--- src/sv/swrs_pkg.sv ---
// Shared types and constants for the stack with running sum unit.
// Holds command codes, result kinds, controller states and the command/status bundles.
// No dependencies.
`timescale 1ns / 1ps
`default_nettype none

package swrs_pkg;

    localparam int SWRS_DEPTH = 64;
    localparam int DATA_W     = 64;
    // 200 * |sum| + count fits in DATA_W + 8 bits
    localparam int NUM_W      = DATA_W + 8;
    localparam int DIV_STEPS  = NUM_W / 2;
    localparam int DIV_CW     = $clog2(DIV_STEPS);

    localparam logic [2:0] OP_PUSH    = 3'd0;
    localparam logic [2:0] OP_POP     = 3'd1;
    localparam logic [2:0] OP_SUM     = 3'd2;
    localparam logic [2:0] OP_AVERAGE = 3'd3;
    localparam logic [2:0] OP_PRINT   = 3'd4;
    localparam logic [2:0] OP_SQUARE  = 3'd5;

    localparam logic [1:0] KIND_ELEM  = 2'd0;
    localparam logic [1:0] KIND_SUM   = 2'd1;
    localparam logic [1:0] KIND_AVG   = 2'd2;
    localparam logic [1:0] KIND_EMPTY = 2'd3;

    typedef enum logic [3:0] {
        S_IDLE,
        S_POP_SUB,
        S_AVG_MAG,
        S_AVG_SCALE,
        S_AVG_DIV,
        S_AVG_SAT,
        S_ONE_OUT,
        S_WALK_MUL,
        S_WALK_OUT
    } swrs_state_t;

    typedef enum logic [2:0] {
        SEL_SUM,
        SEL_AVG_ZERO,
        SEL_AVG,
        SEL_EMPTY,
        SEL_ELEM
    } swrs_sel_t;

    typedef struct packed {
        logic      push;
        logic      pop_rd;
        logic      pop_sub;
        logic      avg_mag;
        logic      avg_scale;
        logic      div_step;
        logic      avg_sat;
        logic      walk_start;
        logic      walk_mul;
        logic      walk_next;
        logic      square;
        logic      out_load;
        logic      out_last;
        swrs_sel_t sel;
    } swrs_cmd_t;

    typedef struct packed {
        logic empty;
        logic div_done;
        logic walk_last;
        logic out_free;
    } swrs_status_t;

endpackage

`default_nettype wire

--- src/sv/swrs_ctrl.sv ---
// Controller of the stack with running sum unit: one command at a time,
// sequencing pop, average, single results and the bottom-to-top walk.
// Depends on swrs_pkg.
`timescale 1ns / 1ps
`default_nettype none

module swrs_ctrl (
    input  wire logic                   clk,
    input  wire logic                   rst_n,
    input  wire logic                   in_valid,
    output      logic                   in_ready,
    input  wire logic [2:0]             op,
    input  wire swrs_pkg::swrs_status_t status,
    output      swrs_pkg::swrs_cmd_t    cmd
);
    import swrs_pkg::*;

    swrs_state_t state_reg, state_next;
    logic [2:0]  op_reg, op_next;

    assign op_next = (state_reg == S_IDLE && in_valid) ? op : op_reg;

    always_comb
    begin
        state_next = state_reg;
        case (state_reg)
            S_IDLE:
            begin
                if (in_valid)
                begin
                    case (op)
                        OP_POP:     state_next = status.empty ? S_IDLE : S_POP_SUB;
                        OP_SUM:     state_next = S_ONE_OUT;
                        OP_AVERAGE: state_next = status.empty ? S_ONE_OUT : S_AVG_MAG;
                        OP_PRINT,
                        OP_SQUARE:  state_next = status.empty ? S_ONE_OUT : S_WALK_MUL;
                        default:    state_next = S_IDLE;
                    endcase
                end
            end
            S_POP_SUB:   state_next = S_IDLE;
            S_AVG_MAG:   state_next = S_AVG_SCALE;
            S_AVG_SCALE: state_next = S_AVG_DIV;
            S_AVG_DIV:   state_next = status.div_done ? S_AVG_SAT : S_AVG_DIV;
            S_AVG_SAT:   state_next = S_ONE_OUT;
            S_ONE_OUT:   state_next = status.out_free ? S_IDLE : S_ONE_OUT;
            S_WALK_MUL:  state_next = S_WALK_OUT;
            S_WALK_OUT:
            begin
                if (status.out_free)
                begin
                    state_next = status.walk_last ? S_IDLE : S_WALK_MUL;
                end
            end
            default:     state_next = S_IDLE;
        endcase
    end

    always_comb
    begin
        cmd        = '0;
        cmd.sel    = SEL_EMPTY;
        cmd.square = (op_reg == OP_SQUARE);
        in_ready   = 1'b0;
        case (state_reg)
            S_IDLE:
            begin
                in_ready = 1'b1;
                if (in_valid)
                begin
                    case (op)
                        OP_PUSH:    cmd.push = 1'b1;
                        OP_POP:     cmd.pop_rd = !status.empty;
                        OP_PRINT,
                        OP_SQUARE:  cmd.walk_start = !status.empty;
                        default:    cmd.push = 1'b0;
                    endcase
                end
            end
            S_POP_SUB:   cmd.pop_sub = 1'b1;
            S_AVG_MAG:   cmd.avg_mag = 1'b1;
            S_AVG_SCALE: cmd.avg_scale = 1'b1;
            S_AVG_DIV:   cmd.div_step = 1'b1;
            S_AVG_SAT:   cmd.avg_sat = 1'b1;
            S_ONE_OUT:
            begin
                cmd.out_load = status.out_free;
                cmd.out_last = 1'b1;
                if (op_reg == OP_SUM)
                begin
                    cmd.sel = SEL_SUM;
                end
                else if (op_reg == OP_AVERAGE)
                begin
                    cmd.sel = status.empty ? SEL_AVG_ZERO : SEL_AVG;
                end
                else
                begin
                    cmd.sel = SEL_EMPTY;
                end
            end
            S_WALK_MUL:  cmd.walk_mul = 1'b1;
            S_WALK_OUT:
            begin
                cmd.sel       = SEL_ELEM;
                cmd.out_load  = status.out_free;
                cmd.out_last  = status.walk_last;
                cmd.walk_next = status.out_free && !status.walk_last;
            end
            default:     cmd = '0;
        endcase
    end

    always_ff @(posedge clk or negedge rst_n)
    begin
        if (!rst_n)
        begin
            state_reg <= S_IDLE;
            op_reg    <= OP_PUSH;
        end
        else
        begin
            state_reg <= state_next;
            op_reg    <= op_next;
        end
    end

    a_single_beat_last: assert property (@(posedge clk) disable iff (!rst_n)
        (state_reg == S_ONE_OUT && cmd.out_load) |-> cmd.out_last)
        else $error("single result without last");

    a_walk_ends_idle: assert property (@(posedge clk) disable iff (!rst_n)
        (state_reg == S_WALK_OUT && cmd.out_load && cmd.out_last) |=> (state_reg == S_IDLE))
        else $error("walk did not finish on last beat");

    a_avg_div_length: assert property (@(posedge clk) disable iff (!rst_n)
        (state_reg == S_AVG_SAT) |-> ($past(state_reg) == S_AVG_DIV && $past(status.div_done)))
        else $error("average left the divider early");

endmodule

`default_nettype wire

--- config.mk ---
export PLATFORM = sky130hd
export DESIGN_NAME = swrs_ctrl
export DESIGN_NICKNAME = d
export VERILOG_FILES = /design/src/sv/swrs_pkg.sv /design/src/sv/swrs_ctrl.sv
export SDC_FILE = /design/constraint.sdc
export NUM_CORES = 1
export LEC_CHECK = 0
export BUFFER_PORTS_ARGS = -buffer_cell sky130_fd_sc_hd__buf_2
export CAP_MARGIN = 20
export CELL_PAD_IN_SITES_DETAIL_PLACEMENT = 0
export CELL_PAD_IN_SITES_GLOBAL_PLACEMENT = 1
export CORE_ASPECT_RATIO = 1.25
export CORE_MARGIN = 4
export CORE_UTILIZATION = 31
export DETAILED_ROUTE_END_ITERATION = 16
export PLACE_DENSITY = 0.79
export SLEW_MARGIN = 20
export SYNTH_ARGS = -nofsm -noshare
export SYNTH_HDL_FRONTEND = slang
export SYNTH_SLANG_ARGS = --single-unit
export TNS_END_PERCENT = 10
--- constraint.sdc ---
create_clock -name clk -period 1.65 [get_ports clk]
set_input_delay 0.33 -clock clk [delete_from_list [all_inputs] [get_ports clk]]
set_output_delay 0.33 -clock clk [all_outputs]
set_load 0.01 [all_outputs]
==> impl_summary.log, run 1 <==
[metrics] run status: finished with violations
[metrics] violated checks: setup timing
[metrics] areal power density over the cells: 1520 mW/mm2
[metrics] signal arrival time at the worst endpoint: roughly 1400 ps
[metrics] clk_lat worst skew: 250 ps
[metrics] reg-to-reg critical path startpoint: state_reg[1]
[metrics] total die area: about 0.0027 mm2
[metrics] setup repair after global routing missed its margin: true
[metrics] Synth Flop Type: sky130_fd_sc_hd__dfrtp_1
[metrics] top library cells by usage in the layout, fill and taps aside: sky130_fd_sc_hd__buf_2 (24), sky130_fd_sc_hd__buf_4 (8), sky130_fd_sc_hd__nor2_1 (7)
[metrics] Tightest Pin Transition: between 200 and 250 ps
[metrics] Iteration-0 DRC Markers: 12
[metrics] net count after synthesis: 85
[metrics] crit path kind: reg -> out
[metrics] Cell Rows: 17
[metrics] path type of the worst min-delay path: in -> reg
[metrics] number of synthesis warnings: 0
[metrics] Worst Hold Path EP: op_reg[0]
[metrics] Met2 Wirelength: around 900 um
[metrics] Post-synth EDFFs: 0
[metrics] worst clock skew: 4.37 ps
[metrics] Post-Route WL: 1.72 mm
[metrics] number of clock buffers inserted by TritonCTS: 3
[metrics] destination of the worst register-to-register timing path: state_reg[2]
[metrics] flops & latches, synth: 7
[metrics] end-of-flow core utilization: a little over half
[metrics] count of cell types in the netlist: 32
[metrics] GR Util All Layers: 13.7%
[metrics] peak per-stage delay on the critical path: 450 ps
[metrics] antenna diode count: 0
[metrics] DRC: 0
[metrics] peak clock frequency supported by timing: 0.565 GHz
[metrics] part of the Yosys area used for sequential elements: 29.2%
[metrics] Relative slew margins: between 80 and 90%
[metrics] Max clock buf depth: 2
[metrics] type of element capturing the critical path: output port
[metrics] maximum vdd drop: 872 uV
[metrics] effective utilization at floorplan: between 30% and 40%
[metrics] hold_sp: op[0]
[metrics] CTS tree: yes
[metrics] Max Transition Viols Final: 0
[metrics] worst setup timing slack at the placement stage: between 80 and 90 ps
[metrics] largest net degree at the start of global routing: 13
[metrics] global-route wire length before repair: about 2.8 mm
[metrics] Net count, final: between 100 and 150
[metrics] cell with the largest stage delay on the worst path: sky130_fd_sc_hd__dfrtp_2
[metrics] overall die height: between 50 and 60 um
[metrics] netlist area before placement: about 600 um2
[metrics] total power: around 1.4 mW
[metrics] number of sinks on the clock net: 7
[metrics] minimum setup slack among reg-to-reg paths: roughly 180 ps
[metrics] average cell area after synthesis: approximately 8 um2
[metrics] Clock Root Buffer: sky130_fd_sc_hd__clkbuf_4
[metrics] flip-flop count of the largest register after layout: 4
[metrics] Placer Congestion: between 0.7 and 0.8
[metrics] async set-or-reset flop fraction in the synthesized netlist: 100%
[metrics] M1 WL: 682 um
[metrics] highest routed layer: met3
[metrics] ratio of cells with drive above 1 in the final layout: between 50% and 60%
[metrics] placed wire-length estimate after detailed placement: 1.31 mm
[metrics] grt ovf: 0
[metrics] Die X: 47.3 um
[metrics] H-Tree Depth: 1
[metrics] area of the multi-input gates: ~460 um2
[metrics] WHS Path Cells: 2
[metrics] Layout Area Growth over Synthesis: 58.0%
[metrics] count of buffers inserted at the top-level ports: 26
[metrics] flip-flop and latch area: roughly 180 um2
[metrics] Worst setup SP type: flop
[metrics] final number of hold-violating endpoints: 0
[metrics] number of cells on the worst reg-to-reg path: 5
[metrics] setup total negative slack: -564 ps
[metrics] clock-pin slew reported for the worst setup and hold paths after clock tree synthesis: 50 ps
[metrics] I/O pin cnt: 27
[metrics] drt first pass iters: 3
[metrics] Final period util: 107%
[metrics] number of violations of the max-capacitance limit: 0
[metrics] critical path, cell by cell: nor4_4, nand2_2, nor4_2, buf_2
[metrics] required time at the endpoint of the critical path: ~1300 ps
[metrics] initial antenna violation count: 0
[metrics] Setup violations, final: 9
[metrics] vias: roughly 700
[metrics] amount of wire on met3 after detailed routing: around 150 um
[metrics] Vias/cell: 5.31
[metrics] number of nets with antenna violations after detailed routing: 0
[metrics] final worst path period need: around 1800 ps
[metrics] number of instances in the synthesized netlist: 75
[metrics] routed length per instance: approximately 13 um
[metrics] filler cell count in the final layout: between 150 and 200
[metrics] cell leakage power: approximately 0.45 nW
[metrics] vias in the first global route: ~660
[metrics] highest fanout seen on the critical path: 5
[metrics] Core Area: approximately 0.0018 mm2
[metrics] most common library cell in the layout ignoring fill and taps: sky130_fd_sc_hd__buf_2
[metrics] setup slack of the critical path after layout: -120 ps
-- critical path: cells and delay by family (launching register included) --
family | cells | cell delay [ps]
buffers and inverters | 1 | 160
AND/OR/NAND/NOR | 3 | 580
flip-flops | 1 | 450
-- final cells by class --
type	instances	area share [%]
Sequential cell	7	19.0
Timing Repair Buffer	38	26.0
Multi-Input combinational cell	61	48.9
Tap cell	19	2.51
Clock buffer	4	2.77
Inverter	2	0.793
-- routing by layer --
metal | global-route usage (%) | up-vias
met5 | 0 | -
met4 | 2.37 | 0
met3 | 4.10 | 0
met2 | 23.8 | 25
met1 | 16.0 | 323
li1 | - | 348
-- logic make-up (layout without fill, tap and decap cells) --
family	Yosys count	after routing	share of synthesized area, %
compound gates	17	17	20.0
mux	4	4	7.31
flops	7	7	29.2
simple gates	40	40	38.6
buf+inv	7	44	4.80
-- worst max-delay path by stage --
| stage | from | to | slack [ps] | depth (start not counted) |
|---|---|---|---|---|
| final | state_reg[1] | cmd[15] | -120 | 4 |
| after global routing | state_reg[1] | cmd[15] | -240 | 4 |
| after CTS | state_reg[3] | cmd[15] | -160 | 4 |
| after detailed placement | state_reg[1] | cmd[14] | 90 | 4 |
| after global placement | state_reg[2] | cmd[12] | 80 | 4 |
| after floorplan | state_reg[1] | cmd[14] | -5 | 3 |
-- power breakdown --
group	total (mW)	switching (mW)	leakage (nW)	internal, mW
clock	0.151	0.0587	0.0150	0.0920
sequential	0.379	0.128	0.0825	0.251
combinational	0.910	0.430	0.357	0.480
-- what timing repair did --
action                                 in CTS  in global routing
pin swaps                                   4                  5
setup endpoints to repair                  16                 17
resized for setup                          13                 10
hold buffers                                1                  0
endpoints found under the hold margin       7                  0
setup buffers                               1                  1
-- through the flow --
step / hold WS (ps) / area, um2 / instances
2_1_floorplan: 34.4 / 606 / 75
3_3_place_gp: 169 / 806 / 124
3_5_place_dp: 168 / 806 / 124
4_1_cts: 398 / 900 / 130
5_1_grt: 396 / 947 / 131
6_report: 401 / 947 / 131
-- Yosys cell counts, types with 2 or more instances --
cell / number / area [um2]
sky130_fd_sc_hd__a21oi_1: 4 / 20.0
sky130_fd_sc_hd__a31oi_1: 3 / 18.8
sky130_fd_sc_hd__clkbuf_1: 3 / 11.3
sky130_fd_sc_hd__dfrtp_1: 7 / 175
sky130_fd_sc_hd__inv_1: 2 / 7.51
sky130_fd_sc_hd__mux2_2: 3 / 33.8
sky130_fd_sc_hd__nand2_1: 7 / 26.3
sky130_fd_sc_hd__nand2b_1: 5 / 31.3
sky130_fd_sc_hd__nor2_1: 8 / 30.0
sky130_fd_sc_hd__nor2b_1: 4 / 25.0
sky130_fd_sc_hd__nor3_1: 6 / 30.0
sky130_fd_sc_hd__o22a_1: 2 / 17.5
sky130_fd_sc_hd__o31a_1: 2 / 17.5
Power figures use the tool's default switching activity.
==> run 2, diff against run 1 <==
Settings changed: CORE_MARGIN 4 to 2, CTS_CLUSTER_DIAMETER from default to 50, SLEW_MARGIN 20 to 0.
==> run 2 against run 1 <==
  * The run still ends with setup timing left
  * Combinational power rose by 14%
  * Via count increased by 3.2%
  * Register-to-register slack worse by 50 ps
  * Sequential cell count did not move
  * Sequential share of layout area down 1.7 points
  * Worst setup slack gained 19 ps
  * Non-clock buffer count grew 6
  * Worst hold slack worse by 7.4 ps
  * Utilization rose by 5.7 points
  * Critical endpoint unchanged
==> impl_summary.log, run 2 (synthesis gave the netlist of run 1 again) <==
[metrics] drt first pass iters: 3 (unchanged)
[metrics] number of sinks on the clock net: 7 (unchanged)
[metrics] Die X: 43.3 um (-8.5%)
[metrics] highest fanout seen on the critical path: 6 (+1)
[metrics] top library cells by usage in the layout, fill and taps aside: sky130_fd_sc_hd__buf_2 (23), sky130_fd_sc_hd__buf_4 (11), sky130_fd_sc_hd__nor2_1 (8), sky130_fd_sc_hd__buf_6 (8), sky130_fd_sc_hd__nand2_1 (6)
[metrics] cell leakage power: 0.483 nW (+6.3%)
[metrics] ratio of cells with drive above 1 in the final layout: 59.3% (+4.9 points)
[metrics] Max Transition Viols Final: 0 (unchanged)
[metrics] Post-Route WL: 1.84 mm (+6.6%)
[metrics] hold slack final: 393 ps (-7.37 ps)
[metrics] worst clock skew: 1.07 ps (-3.30 ps)
[metrics] clock-pin slew reported for the worst setup and hold paths after clock tree synthesis: 50 ps (about the same)
[metrics] cell with the largest stage delay on the worst path: sky130_fd_sc_hd__dfrtp_2
[metrics] worst setup timing slack at the placement stage: 64.6 ps (-21.3 ps)
[metrics] grt ovf: 0 (unchanged)
[metrics] peak clock frequency supported by timing: 0.571 GHz (+1.1%)
[metrics] type of element capturing the critical path: output port
[metrics] DRC: 0 (unchanged)
[metrics] GR Util All Layers: 16.5% (+2.9 points)
[metrics] global-route wire length before repair: 2.81 mm (+1.5%)
[metrics] Final period util: 106% (-1.1 points)
[metrics] vias: 718 (+3.2%)
[metrics] effective utilization at floorplan: 33.5% (+0.39 points)
[metrics] I/O pin cnt: 27 (unchanged)
[metrics] Setup violations, final: 12 (+3)
[metrics] maximum vdd drop: 928 uV (+6.4%)
[metrics] setup slack of the critical path after layout: -101 ps (+18.9 ps)
[metrics] Cell Rows: 17 (unchanged)
[metrics] clk_lat worst skew: 240 ps (about the same)
[metrics] Clock Root Buffer: sky130_fd_sc_hd__clkbuf_4
[metrics] Iteration-0 DRC Markers: 16 (+4)
[metrics] Tightest Pin Transition: 254 ps (+5.86 ps)
[metrics] areal power density over the cells: 1500 mW/mm2 (-1.6%)
[metrics] routed length per instance: 13.4 um (+2.0%)
[metrics] number of violations of the max-capacitance limit: 0 (unchanged)
[metrics] largest net degree at the start of global routing: 13 (unchanged)
[metrics] crit path kind: reg -> out
[metrics] total die area: 0.00230 mm2 (-15%)
[metrics] violated checks: setup timing
[metrics] Worst setup SP type: flop
[metrics] initial antenna violation count: 0 (unchanged)
[metrics] final worst path period need: 1750 ps (-18.9 ps)
[metrics] critical path, cell by cell: nor4_4, nand2_2, nor4_2, buf_2
[metrics] signal arrival time at the worst endpoint: 1420 ps (-20 ps)
[metrics] setup total negative slack: -581 ps (-17.9 ps)
[metrics] minimum setup slack among reg-to-reg paths: 130 ps (-50 ps)
[metrics] Placer Congestion: 0.822 (+5.2%)
[metrics] H-Tree Depth: 1 (unchanged)
[metrics] Core Area: 0.00179 mm2 (-1.2%)
[metrics] most common library cell in the layout ignoring fill and taps: sky130_fd_sc_hd__buf_2
[metrics] required time at the endpoint of the critical path: 1320 ps (about the same)
[metrics] final standard cell count with taps included and fillers excluded: 137 (+4.6%)
[metrics] Net count, final: 129 (+4.9%)
[metrics] overall die height: 53.2 um (-7.0%)
[metrics] peak per-stage delay on the critical path: 450 ps (about the same)
[metrics] path type of the worst min-delay path: in -> reg
[metrics] CTS tree: yes
[metrics] placed cells: 123 (-0.81%)
[metrics] Vias/cell: 5.24 (-1.4%)
[metrics] vias in the first global route: 632 (-3.8%)
[metrics] number of nets with antenna violations after detailed routing: 0 (unchanged)
[metrics] flip-flop count of the largest register after layout: 4 (unchanged)
[metrics] placed wire-length estimate after detailed placement: 1.26 mm (-3.7%)
[metrics] antenna diode count: 0 (unchanged)
[metrics] count of buffers inserted at the top-level ports: 26 (unchanged)
[metrics] Relative slew margins: 83.0% (-0.23 points)
[metrics] setup repair after global routing missed its margin: true
[metrics] run status: finished with violations
[metrics] number of clock buffers inserted by TritonCTS: 3 (unchanged)
[metrics] Layout Area Growth over Synthesis: 73.3%
[metrics] final number of hold-violating endpoints: 0 (unchanged)
[metrics] Max clock buf depth: 2 (unchanged)
## run 2: changes by cell type in the layout (fill, tap and decap cells not counted), moves of 2 or more
cell,before,now
sky130_fd_sc_hd__buf_4,8,11
sky130_fd_sc_hd__buf_6,5,8
sky130_fd_sc_hd__nand2b_1,4,2
sky130_fd_sc_hd__nand2b_4,1,3
## run 2: stage by stage
stage	instance area [um2]	utilization (%)	power, mW
5_1_grt	1040	58.1	1.67
4_1_cts	918	51.4	1.42
2_1_floorplan	606	-	0.810
3_3_place_gp	798	44.7	1.09
3_5_place_dp	798	44.7	1.09
6_report	1040	58.1	1.55
## run 2: area by class of cell
type	instances	area [um2]
Multi-Input combinational cell	61	488
Timing Repair Buffer	44	313
Fill cell	176	748
Inverter	2	7.51
Clock buffer	4	26.3
Sequential cell	7	180
Tap cell	19	23.8
## run 2: final timing paths
check / cells after the start / endpoint / start
worst min-delay path: 2 / op_reg[0] / op[0]
max in group asynchronous: 2 / state_reg[3] / rst_n
worst max register to register: 6 / state_reg[2] / state_reg[0]
min in group asynchronous: 2 / state_reg[2] / rst_n
worst min register to register: 1 / op_reg[0] / op_reg[0]
worst max-delay path: 4 / cmd[15] / state_reg[0]
## run 2: power breakdown
group	total [mW]	switching, mW	internal, mW
Sequential	0.365	0.114	0.251
Combinational	1.04	0.473	0.565
Clock	0.149	0.0574	0.0919
## run 2: critical path, delay by kind of cell (launching register included)
| kind | cells | cell delay, ps |
|---|---|---|
| buffers and inverters | 1 | 170 |
| and+or+nand+nor | 3 | 560 |
| DFF | 1 | 450 |
## run 2: layer usage
metal | track usage [%] | share of wire [%] | up-vias
met5 | 0 | 0 | -
met2 | 30.6 | 54 | 19
met3 | 3.07 | 3.2 | 2
met4 | 4.55 | 0.22 | 0
li1 | - | - | 362
met1 | 19.2 | 42 | 335
## run 2: timing repair
action                                  in CTS  in global routing
endpoints found under the hold margin        7                  0
endpoints found under the setup margin      17                 17
pin swaps                                    5                  5
setup buffers                                4                  5
hold buffers                                 1                  0
gates resized for setup                     14                 17
==> run 3, diff against run 2 <==
Settings changed: SETUP_SLACK_MARGIN from default to 0.4.
==> run 3 against run 2 <==
  * The run still ends with setup timing left
  * Clock skew about the same
  * Global-route usage fell by 0.98 points
  * Routed wire length down 9.4%
  * Worst setup slack worse by 20 ps
  * Non-clock buffer count decreased by 6
  * Final area is 8.7% lower
  * Die area did not move
  * Clock-buffer cell count did not move
  * Combinational power is 14% lower
  * Critical path depth is the same
  * First-iteration DRC count shrank 25%
  * Worst hold slack better by 3.2 ps
  * Highest routed layer unchanged
==> impl_summary.log, run 3 (synthesis gave the netlist of run 1 again) <==
[metrics] worst clock skew: 0.849 ps (-0.218 ps)
[metrics] violated checks: setup timing
[metrics] drt first pass iters: 6 (+3)
[metrics] path type of the worst min-delay path: in -> reg
[metrics] number of violations of the max-capacitance limit: 0 (unchanged)
[metrics] signal arrival time at the worst endpoint: 1440 ps (+20 ps)
[metrics] peak clock frequency supported by timing: 0.565 GHz (-1.1%)
[metrics] I/O pin cnt: 27 (unchanged)
[metrics] end-of-flow core utilization: 53.1% (-5.0 points)
[metrics] required time at the endpoint of the critical path: 1320 ps (about the same)
[metrics] Die X: 43.3 um (unchanged)
[metrics] most common library cell in the layout ignoring fill and taps: sky130_fd_sc_hd__buf_2
[metrics] crit path kind: reg -> out
[metrics] setup slack of the critical path after layout: -121 ps (-19.8 ps)
[metrics] Iteration-0 DRC Markers: 12 (-4)
[metrics] cell with the largest stage delay on the worst path: sky130_fd_sc_hd__dfrtp_2
[metrics] Placer Congestion: 0.836 (+1.6%)
[metrics] critical path, cell by cell: nor4_4, nand2_2, nor4_2, buf_2
[metrics] antenna diode count: 0 (unchanged)
[metrics] M1 WL: 699 um (-9.5%)
[metrics] top library cells by usage in the layout, fill and taps aside: sky130_fd_sc_hd__buf_2 (25), sky130_fd_sc_hd__buf_4 (9), sky130_fd_sc_hd__nor2_1 (8)
[metrics] highest routed layer: met4
[metrics] Net count, final: 123 (-4.7%)
[metrics] vias in the first global route: 633 (+0.16%)
[metrics] GR Util All Layers: 15.6% (-0.98 points)
[metrics] number of clock buffers inserted by TritonCTS: 3 (unchanged)
[metrics] worst setup timing slack at the placement stage: 94.9 ps (+30.3 ps)
[metrics] final worst path period need: 1770 ps (+19.8 ps)
[metrics] Tightest Pin Transition: 255 ps (+1.20 ps)
[metrics] Post-Route WL: 1.66 mm (-9.4%)
[metrics] largest net degree at the start of global routing: 14 (+1)
[metrics] number of sinks on the clock net: 7 (unchanged)
[metrics] grt ovf: 0 (unchanged)
[metrics] clock-pin slew reported for the worst setup and hold paths after clock tree synthesis: 50 ps (about the same)
[metrics] CTS tree: yes
[metrics] final number of hold-violating endpoints: 0 (unchanged)
[metrics] highest fanout seen on the critical path: 7 (+1)
[metrics] vias: 708 (-1.4%)
[metrics] maximum vdd drop: 701 uV (-24%)
[metrics] post-detailed-placement cell area: 811 um2 (+1.6%)
[metrics] placed wire-length estimate after detailed placement: 1.31 mm (+4.0%)
[metrics] total power: 1.41 mW (-8.9%)
[metrics] flip-flop count of the largest register after layout: 4 (unchanged)
[metrics] Met2 Wirelength: 865 um (-14%)
[metrics] Vias/cell: 5.40 (+3.1%)
[metrics] areal power density over the cells: 1490 mW/mm2 (-0.27%)
[metrics] Max clock buf depth: 2 (unchanged)
[metrics] setup repair after global routing missed its margin: true
[metrics] Setup violations, final: 7 (-5)
[metrics] Cell Rows: 17 (unchanged)
[metrics] peak per-stage delay on the critical path: 450 ps (about the same)
[metrics] setup total negative slack: -480 ps (+101 ps)
[metrics] count of buffers inserted at the top-level ports: 26 (unchanged)
[metrics] type of element capturing the critical path: output port
[metrics] routed length per instance: 12.7 um (-5.2%)
[metrics] initial antenna violation count: 0 (unchanged)
[metrics] Relative slew margins: 82.9% (about the same)
[metrics] Final period util: 107% (+1.2 points)
[metrics] amount of wire on met3 after detailed routing: 81 um (+40%)
[metrics] clk_lat worst skew: 250 ps (about the same)
[metrics] Core Area: 0.00179 mm2 (unchanged)
[metrics] run status: finished with violations
[metrics] global-route wire length before repair: 2.67 mm (-4.9%)
[metrics] cell leakage power: 0.440 nW (-9.0%)
[metrics] Clock Root Buffer: sky130_fd_sc_hd__clkbuf_4
[metrics] Worst setup SP type: flop
[metrics] Post-Layout Inst Area: 948 um2 (-8.7%)
[metrics] H-Tree Depth: 1 (unchanged)
[metrics] overall die height: 53.2 um (unchanged)
[metrics] Max Transition Viols Final: 0 (unchanged)
[metrics] number of nets with antenna violations after detailed routing: 0 (unchanged)
[metrics] Layout Area Growth over Synthesis: 58.2%
[metrics] effective utilization at floorplan: 33.5% (unchanged)
[metrics] DRC: 0 (unchanged)
[metrics] total die area: 0.00230 mm2 (unchanged)
[metrics] ratio of cells with drive above 1 in the final layout: 55.4% (-4.0 points)
[run 3: path summary, 6_finish.rpt]
check	to	cells after the start	slack, ps	from
max in group asynchronous	state_reg[1]	2	1040	rst_n
max reg2reg	state_reg[1]	4	220	state_reg[3]
min reg2reg	op_reg[1]	1	600	op_reg[1]
max	cmd[15]	4	-120	state_reg[1]
min in group asynchronous	state_reg[3]	2	440	rst_n
min	op_reg[0]	2	400	op[0]
[run 3: final cells by class]
cell class	instances	area [um2]
clock buffer	4	26.3
sequential	7	180
tap	19	23.8
multi-input combinational	61	474
fill	181	838
inverter	2	7.51
timing repair buffer	38	236
[run 3: repair_timing]
action,4_1_cts,5_1_grt
endpoints found under the hold margin,7,0
endpoints found under the setup margin,23,23
setup buffers,1,1
gates resized for setup,13,8
pin swaps,7,4
hold buffers,1,0
[run 3: worst max-delay path: cells and delay by family (launching register included)]
kind | cells | cell delay, ps
flip-flops | 1 | 450
buffers and inverters | 1 | 170
AND/OR/NAND/NOR | 3 | 580
[run 3: power by group]
group	internal [mW]	switching [mW]
combinational	0.467	0.423
clock	0.0922	0.0611
sequential	0.251	0.120
[run 3: per-stage QoR]
stage          hold WS [ps]  cells
3_3_place_gp            165    124
3_5_place_dp            167    124
6_report                397    131
5_1_grt                 404    131
4_1_cts                 387    130
2_1_floorplan          34.4     75
[run 3: routing by layer]
layer  vias up  GRT usage [%]
met5         -              0
met4         0           7.07
li1        353              -
met1       328           17.7
met3         2           3.07
met2        25           27.6
